$ cat src/rtl/mhpq_pkg.sv
// Shared types and codes of the min-heap priority queue unit.
// No dependencies; every other file of the block refers to it by scoped names.
package mhpq_pkg;

   localparam int unsigned VALUE_W  = 32;
   localparam int unsigned STATUS_W = 2;
   localparam int unsigned OCC_W    = 4;

   // Operation kinds on the request side.
   localparam logic KIND_INSERT = 1'b0;
   localparam logic KIND_REMOVE = 1'b1;

   // Result status codes.
   localparam logic [STATUS_W-1:0] STATUS_DONE  = 2'd0;
   localparam logic [STATUS_W-1:0] STATUS_FULL  = 2'd1;
   localparam logic [STATUS_W-1:0] STATUS_EMPTY = 2'd2;

   // Operation broadcast to every cell of the row.
   typedef struct packed {
      logic                      insert;
      logic                      remove;
      logic signed [VALUE_W-1:0] value;
   } op_type;

endpackage

$ cat src/rtl/mhpq_cell.sv
// One slot of the sorted cell row of the min-heap priority queue unit.
// Depends on mhpq_pkg for the broadcast operation type.
module mhpq_cell #(
   parameter int unsigned IDX   = 0,
   parameter int unsigned CNT_W = 4
) (
   input  logic                                clock,
   input  mhpq_pkg::op_type                    op,
   input  logic [CNT_W-1:0]                    count,
   input  logic                                left_ahead,
   input  logic signed [mhpq_pkg::VALUE_W-1:0] left_value,
   input  logic signed [mhpq_pkg::VALUE_W-1:0] right_value,
   output logic                                ahead,
   output logic signed [mhpq_pkg::VALUE_W-1:0] value
);

   logic signed [mhpq_pkg::VALUE_W-1:0] value_ff;
   logic signed [mhpq_pkg::VALUE_W-1:0] value_in;
   logic                                occupied;

   assign occupied = (count > CNT_W'(IDX));
   // New value goes in front of this slot (ties go behind the stored copy).
   assign ahead    = !occupied || (op.value < value_ff);
   assign value    = value_ff;

   always_comb begin
      value_in = value_ff;
      if (op.insert && ahead) begin
         // Shift right: take the left neighbor, or the new value at the boundary.
         value_in = left_ahead ? left_value : op.value;
      end else if (op.remove) begin
         value_in = right_value;
      end
   end

   always_ff @(posedge clock) begin
      value_ff <= value_in;
   end

endmodule

$ cat src/rtl/min_heap_priority_queue_unit.sv
// Top level of the min-heap priority queue unit: request/response streams and cell row.
// Depends on mhpq_pkg and mhpq_cell.

// Bounded min-priority queue of signed 32-bit values. Each request word is an
// insert (req_tuser = 0) or a remove-minimum (req_tuser = 1); each produces one
// response word carrying the removed minimum (zero for inserts and empty
// removals), a status (0 done, 1 insert dropped because full, 2 remove on empty
// queue) and the occupancy after the operation, low 4 bits. The queue is kept
// as a sorted row of QUEUE_DEPTH cells: an insert shifts the larger entries one
// cell right and drops the new value into the gap, a remove shifts the row one
// cell left. The unit takes one word per clock; the single response register
// decouples the two sides and stalls input only while a response waits
// unaccepted. Equal values leave in arrival order. Cells past the fill count
// hold undefined data and are never read.
module min_heap_priority_queue_unit #(
   parameter int unsigned QUEUE_DEPTH = 15
) (
   input  logic        clock,
   input  logic        reset,
   input  logic        req_tvalid,
   output logic        req_tready,
   input  logic [31:0] req_tdata,   // [31:0] value
   input  logic        req_tuser,   // [0] kind
   output logic        rsp_tvalid,
   input  logic        rsp_tready,
   output logic [39:0] rsp_tdata    // [31:0] min_value, [33:32] status, [37:34] occupancy
);

   localparam int unsigned CNT_W = $clog2(QUEUE_DEPTH + 1);

   logic [CNT_W-1:0]                    count_ff;
   logic [CNT_W-1:0]                    count_in;
   logic                                rsp_valid_ff;
   logic                                rsp_valid_in;
   logic [39:0]                         rsp_data_ff;
   logic [39:0]                         rsp_data_in;

   logic                                accept;
   logic                                full;
   logic                                empty;
   mhpq_pkg::op_type                    op;
   logic [mhpq_pkg::STATUS_W-1:0]       status;
   logic signed [mhpq_pkg::VALUE_W-1:0] min_value;

   logic                                cell_ahead [QUEUE_DEPTH];
   logic signed [mhpq_pkg::VALUE_W-1:0] cell_value [QUEUE_DEPTH];

   // Take a new word whenever the response register is free or draining.
   assign req_tready = !rsp_valid_ff || rsp_tready;
   assign accept     = req_tvalid && req_tready;
   assign full       = (count_ff == CNT_W'(QUEUE_DEPTH));
   assign empty      = (count_ff == '0);

   assign rsp_tvalid = rsp_valid_ff;
   assign rsp_tdata  = rsp_data_ff;

   // Broadcast the operation; drop inserts when full and removes when empty.
   always_comb begin
      op.value  = $signed(req_tdata);
      op.insert = accept && (req_tuser == mhpq_pkg::KIND_INSERT) && !full;
      op.remove = accept && (req_tuser == mhpq_pkg::KIND_REMOVE) && !empty;
   end

   // Cell row: the minimum always sits in cell 0.
   for (genvar i = 0; i < QUEUE_DEPTH; i++) begin : g_cell
      localparam int unsigned LEFT  = (i == 0) ? 0 : i - 1;
      localparam int unsigned RIGHT = (i == QUEUE_DEPTH - 1) ? i : i + 1;

      mhpq_cell #(
         .IDX   (i),
         .CNT_W (CNT_W)
      ) u_cell (
         .clock       (clock),
         .op          (op),
         .count       (count_ff),
         .left_ahead  ((i == 0) ? 1'b0 : cell_ahead[LEFT]),
         .left_value  (cell_value[LEFT]),
         .right_value (cell_value[RIGHT]),
         .ahead       (cell_ahead[i]),
         .value       (cell_value[i])
      );
   end

   // Work out status, count and response word.
   always_comb begin
      status    = mhpq_pkg::STATUS_DONE;
      min_value = '0;
      count_in  = count_ff;
      if (req_tuser == mhpq_pkg::KIND_INSERT) begin
         if (full) begin
            status = mhpq_pkg::STATUS_FULL;
         end else begin
            count_in = count_ff + CNT_W'(1);
         end
      end else begin
         if (empty) begin
            status = mhpq_pkg::STATUS_EMPTY;
         end else begin
            min_value = cell_value[0];
            count_in  = count_ff - CNT_W'(1);
         end
      end
      rsp_data_in = 40'({mhpq_pkg::OCC_W'(count_in), status, min_value});
      if (!accept) begin
         count_in = count_ff;
      end
   end

   // Hold the response until taken; load a new one on each accepted word.
   always_comb begin
      rsp_valid_in = rsp_valid_ff && !rsp_tready;
      if (accept) begin
         rsp_valid_in = 1'b1;
      end
   end

   always_ff @(posedge clock) begin
      if (reset) begin
         count_ff     <= '0;
         rsp_valid_ff <= 1'b0;
      end else begin
         count_ff     <= count_in;
         rsp_valid_ff <= rsp_valid_in;
      end
   end

   always_ff @(posedge clock) begin
      if (accept) begin
         rsp_data_ff <= rsp_data_in;
      end
   end

endmodule
$ cat config.mk
export PLATFORM = sky130hd
export DESIGN_NAME = min_heap_priority_queue_unit
export DESIGN_NICKNAME = d
export VERILOG_FILES = /design/src/rtl/mhpq_pkg.sv /design/src/rtl/mhpq_cell.sv /design/src/rtl/min_heap_priority_queue_unit.sv
export SDC_FILE = /design/constraint.sdc
export NUM_CORES = 2
export LEC_CHECK = 0
export BUFFER_PORTS_ARGS = -buffer_cell sky130_fd_sc_hd__clkbuf_2
export CORE_ASPECT_RATIO = 0.6
export CORE_UTILIZATION = 60
export DETAILED_ROUTE_END_ITERATION = 10
export PLACE_DENSITY_LB_ADDON = 0.3
export RECOVER_POWER = 50
export SYNTH_ARGS = -nofsm -noshare
export SYNTH_HDL_FRONTEND = slang
export SYNTH_SLANG_ARGS = --single-unit
$ cat constraint.sdc
create_clock -name clock -period 7.9 [get_ports clock]
set_clock_uncertainty 0.05 [all_clocks]
set_input_delay 0.79 -clock clock [delete_from_list [all_inputs] [get_ports clock]]
set_output_delay 0.79 -clock clock [all_outputs]
set_load 0.03 [all_outputs]
After elaboration in Yosys (flattened, before gate mapping):

Index checks and enable logic that the tools add are counted.

* bits in registers: 523

* add/sub/neg operators: 2
* order comparisons: 30
* equal/unequal tests: 1
* muxes and demuxes: 49
* bitwise gates (word level): 1
* reduce and logical (&&, ||, !) cells: 72

Operators with widths (number)
* 32-bit 2-to-1 mux: 42
* 32-bit less-than comparator: 15
* 4-bit > comparator (second input constant): 7
* 2-bit nonzero test: 14
* 1-bit logical AND: 21
* 1-bit zero test: 19
* 4-bit by 3-bit > comparator with 1-bit output (second input constant): 4
* 1-bit logical OR: 16
* 4-bit 2-to-1 mux: 3
* 4-bit by 1-bit > comparator with 1-bit output (second input constant): 2
* 4-bit by 2-bit > comparator with 1-bit output (second input constant): 2
* 4-bit by 1-bit adder with 4-bit output (second input constant): 1
* 4-bit == test (second input constant): 1
* 4-bit zero test: 1
* 2-bit 2-to-1 mux: 2
* 4-bit by 1-bit subtractor with 4-bit output (second input constant): 1
* 1-bit 2-to-1 mux: 2
* 2-bit OR reduction: 1
* 1-bit NOT: 1

Logic depth before layout (Yosys ltp):

* depth in word-level cells: 7
* depth in mapped cells: 12

Modules after synthesis:

A second synthesis with hierarchy kept.

* cell total of the unflattened synthesis: 3522
* area, all modules: 42594.6 um^2

By module, submodules not included
* mhpq_cell (g_cell[12].u_cell ...): instances 2, cells each 225, area each 2732.6 um^2, sequential area each 960.9 um^2
* mhpq_cell (g_cell[11].u_cell ...): instances 2, cells each 226, area each 2725.1 um^2, sequential area each 960.9 um^2
* mhpq_cell (g_cell[13].u_cell ...): instances 2, cells each 227, area each 2720.1 um^2, sequential area each 960.9 um^2
* mhpq_cell (g_cell[2].u_cell): instances 1, cells each 225, area each 2736.4 um^2, sequential area each 960.9 um^2
* mhpq_cell (g_cell[5].u_cell): instances 1, cells each 225, area each 2733.9 um^2, sequential area each 960.9 um^2
* mhpq_cell (g_cell[0].u_cell): instances 1, cells each 225, area each 2731.4 um^2, sequential area each 960.9 um^2
* mhpq_cell (g_cell[1].u_cell): instances 1, cells each 225, area each 2730.1 um^2, sequential area each 960.9 um^2
* mhpq_cell (g_cell[10].u_cell): instances 1, cells each 227, area each 2727.6 um^2, sequential area each 960.9 um^2
* mhpq_cell (g_cell[14].u_cell): instances 1, cells each 227, area each 2726.4 um^2, sequential area each 960.9 um^2
* mhpq_cell (g_cell[6].u_cell): instances 1, cells each 226, area each 2726.4 um^2, sequential area each 960.9 um^2
* mhpq_cell (g_cell[4].u_cell): instances 1, cells each 228, area each 2712.6 um^2, sequential area each 960.9 um^2
* mhpq_cell (g_cell[7].u_cell): instances 1, cells each 222, area each 2578.7 um^2, sequential area each 960.9 um^2
* min_heap_priority_queue_unit: instances 1, cells each 136, area each 1835.5 um^2, sequential area each 1241.2 um^2

Least setup slack after synthesis:

No wires, ideal clock.

* path kind: input port to flip-flop
* start point: input port rsp_tready
* end point: register g_cell[14].u_cell.value_ff, in the netlist g_cell[14].u_cell.value[0], enable pin
* data arrival time: 5.313 ns
* required time: 7.382 ns
* setup slack: 2.069 ns
* stages on the path: 7
* path buffers: 2
* cell sequence: nand2b_1 nand2_1 inv_1 nand2_1 buf_1 clkbuf_1 nor3b_1

* longest elaborated chain between the ends: 5

RTL lines
* from (decl): RTL line min_heap_priority_queue_unit.sv:25 `input logic rsp_tready,`
* 1-bit logical OR: RTL line min_heap_priority_queue_unit.sv:49 `assign req_tready = !rsp_valid_ff || rsp_tready;`
* 1-bit logical AND: RTL line min_heap_priority_queue_unit.sv:50 `assign accept = req_tvalid && req_tready;`
* via accept: RTL line min_heap_priority_queue_unit.sv:38 `logic accept;`
* 1-bit logical AND (2 in series): RTL line min_heap_priority_queue_unit.sv:60 `op.insert = accept && (req_tuser == mhpq_pkg::KIND_INSERT) && !full;`
* 1-bit logical AND: RTL line mhpq_cell.sv:28 `if (op.insert && ahead) begin`
* to (signal assigned): RTL line mhpq_cell.sv:37 `value_ff <= value_in;`
* to (decl): RTL line mhpq_cell.sv:17 `logic signed [mhpq_pkg::VALUE_W-1:0] value_ff;`

The timed path passes the listed nets, and every way through them passes these cells.
A chain may end at the register's enable or synchronous reset.

Final worst setup path:

* start point: input port req_tdata[27]
* end point: register g_cell[10].u_cell.value_ff, in the netlist g_cell[10].u_cell.value[9], enable pin

* longest elaborated chain between the ends: 4

RTL lines
* from (decl): RTL line min_heap_priority_queue_unit.sv:22 `input logic [31:0] req_tdata,`
* 32-bit less-than comparator: RTL line mhpq_cell.sv:23 `assign ahead = !occupied || (op.value < value_ff);`
* 1-bit logical OR: RTL line mhpq_cell.sv:23
* 1-bit logical AND: RTL line mhpq_cell.sv:28
* 2-bit nonzero test (no source line)
* to (signal assigned): RTL line mhpq_cell.sv:37
* to (decl): RTL line mhpq_cell.sv:17

No other way between the ends.

==> flow_metrics.tcl <==
set metrics [dict create \
    post-route-min-period_ns 6.31 \
    p_leak_uw 0.0179 \
    max_slew_margin_pct -69.4 \
    ys_top_cells_by_area "edfxtp_1 (41%), ha_1 (15%), nand2_1 (8.2%), a31oi_1 (5.8%), inv_1 (4.8%)" \
    dp.cells 5074 \
    stdcell_count 5164 \
    yosys.area_share.simple_pct 16.8 \
    clock-sinks 523 \
    pre_cts_ws_ns 2.61 \
    worst_pin_slew_ns 2.54 \
    violations "max-capacitance violations, max-slew violations" \
    critical_path_buf_inv_count 4 \
    yosysMostFrequentCell "nand2_1" \
    p_comb_share_pct 22.9 \
    drtAntennaViolNets 0 \
    r2r_setup_slack_ns 2.11 \
    grt_pass1_wl_mm 165 \
    num_vias 32400 \
    cts_htree_levels 2 \
    slew_viol_final 314 \
    p_seq_share_pct 44.8 \
    cp_max_fo 33 \
    drt_iter0_drc 3905 \
    path_class "input port to flop" \
    gr-total-overflow 0 \
    ys.flop_type "edfxtp_1" \
    fin_util_pct 64.8 \
    crit_cells 11 \
    fp.dieW_um 327 \
    post_cts_buffers 0 \
    initial_core_util_pct 60.6 \
    totalNegativeSetupSlack_ns 0 \
    status "complete, but fails checks" \
    track_usage_pct 31.7 \
    synth_adder_area_share_pct 15.5 \
    num_rows 71 \
    fin_nets 4794 \
    cts_tree "yes" \
    cts_resized 0 \
    netlist_area_mm2 0.0380 \
    p_int_uw 5490 \
    startpoint_type "input port" \
    hold_path_depth 3 \
    yosysTopAreaCell "edfxtp_1" \
    crit_arrival_ns 6.59 \
    drc_errors 0 \
    hold_class "input port to flop" \
    clockPowerShare_pct 32.3 \
    fin_crit_sh_pct 79.9 \
    cts_root_buf "clkbuf_16" \
    io_buffer_count 76 \
    synth_commonest_cells "nand2_1 (832), edfxtp_1 (518), inv_1 (486)" \
    gp_congestion 0.916 \
    ctsLongestPathBuffers 3 \
    crit_family "buffers and inverters" \
    yosysTopAreaCellShare_pct 41.0 \
    drt_wl_total_mm 103 \
    fmax_mhz 158 \
    area_delta_synth_final_pct 6.81 \
    power_density_mw_per_mm2 199 \
    p_sw_uw 2570 \
    clock_latency_ns 0.63 \
    synth_mux_area_share_pct 2.89 \
    async_reset_ff_share_pct 0 \
    die_h_um 197 \
    hold_viol 0 \
    wire_per_inst_um 20.0 \
    via_per_inst 6.27 \
    cts_made_buffers 51 \
    cp.required_ns 8.17 \
    core_area_mm2 0.0626 \
    vdd_drop_max_mv 0.169 \
    synth_compound_area_share_pct 15.7 \
    setup_viol 0 \
    drv_cap 11 \
    ios 79 \
    rsz0062_at_grt "no" \
    n_antenna_cell 0 \
    synth_xor_area_share_pct 0.0231 \
    synth_top_family_by_area "simple AND/OR/NAND/NOR gates" \
    synth-edff-count 518 \
    r2r_cells 8 \
    clkSlewWorstSetupHoldPaths_ns 0.07 \
    synthCells 4298 \
    yosys_warnings 0 \
    cpMostUsedCell "clkbuf_1" \
    whs_ns 0.342 \
    grt_antenna_before_repair 2 \
    die_area_mm2 0.0643 \
    hold_buffers 0 \
    synth_seq_area_share_pct 41.2 \
    grt_pass1_vias 30200 \
    path_cells "clkbuf_1 > clkbuf_1 > ha_1 > nand4_1 > or4_1 > o2bb2ai_1 > o211ai_1 > o31ai_4 > clkbuf_1 > o21ai_2 > buf_4" \
    end_kind "flop" \
    cpMaxStageDelayCell "clkbuf_1" \
    hpwl_mm 75.9 \
    avgSynthCellArea_um2 8.83 \
    detail_route.first_pass.iterations 6 \
    yosys_register_bits 523 \
    max_stage_delay_ns 1.37 \
    ys_types 78 \
    sw_frac_of_total_pct 31.9 \
    drive_above_1_share_pct 5.92 \
    grt_start_max_net_pins 65 \
    fin_ws_ns 1.59 \
]
stage by stage:
step | instance area [um2] | power, uW
after floorplan | 38000 | 4890
after global placement | 39000 | 5390
after detailed placement | 39100 | 5470
after CTS | 40700 | 8030
after global routing | 40600 | 8400
final | 40600 | 8060
worst paths after layout:
| path | startpoint | to |
|---|---|---|
| min reg2reg | rsp_tvalid | rsp_tvalid |
| max reg2reg | rsp_tvalid | g_cell[12].u_cell.value[6] |
| min | req_tvalid | rsp_tvalid |
| max | req_tdata[27] | g_cell[10].u_cell.value[9] |
cell usage in the layout (no fill, tap or decap), types with 16 or more instances in the layout:
master	Yosys	final
o21a_1	22	22
clkbuf_2	2	34
nand3_1	53	53
a31oi_1	353	353
clkbuf_16	0	52
mux2_2	27	27
o211ai_1	18	22
mux2i_1	65	65
a2111oi_0	15	16
nand2b_1	25	25
o21ai_0	133	157
a21o_1	20	20
a211oi_1	16	16
nand4_1	75	75
ha_1	469	469
buf_4	25	73
nor2_1	465	464
and4_1	18	18
edfxtp_1	518	518
inv_1	486	486
nand2_1	832	831
a21oi_1	251	251
clkbuf_1	58	63
layer usage:
metal	wire length, um	global-route usage (%)	up-vias	share of wire, %
li1	-	-	15200	-
met4	1430	5.64	2	1.4
met1	48600	51.0	15400	47
met3	12400	6.56	121	12
met2	40900	43.5	1642	40
met5	13	0	-	0.013
worst min-delay path, stage by stage:
cell      delay, ns
clkbuf_2       0.09
inv_1          0.04
a21oi_1        0.05
sequential cells by signal, indices dropped and copies added, names as in the netlist:
register             count
g_cell.u_cell.value    480
count_ff                 4
rsp_tdata               38
rsp_tvalid               1
power groups by stage:
stage / logic (uW) / registers (uW) / clock network, uW
4_1_cts: 1820 / 3610 / 2610
3_3_place_gp: 1720 / 3670 / 0
5_1_grt: 2060 / 3640 / 2700
3_5_place_dp: 1800 / 3670 / 0
2_1_floorplan: 1250 / 3640 / 0
6_report: 1840 / 3610 / 2610
layout make-up:
type	count	area [um2]
Inverter	487	1830
Clock buffer	64	1360
Tap cell	839	1050
Multi-Input combinational cell	3063	19400
Fill cell	5164	22100
Clock inverter	26	312
Sequential cell	523	15700
Timing Repair Buffer	162	928
cell families after synthesis:
logic type | Yosys count
AND/OR/NAND/NOR | 1529
AO/OA/AOI/OAI | 960
adder cells (fa/ha/maj) | 469
multiplexers | 102
other | 1
XOR/XNOR | 1
buffers and inverters | 713
flip-flops | 523
Note: power is estimated with default switching activity, not from simulation.
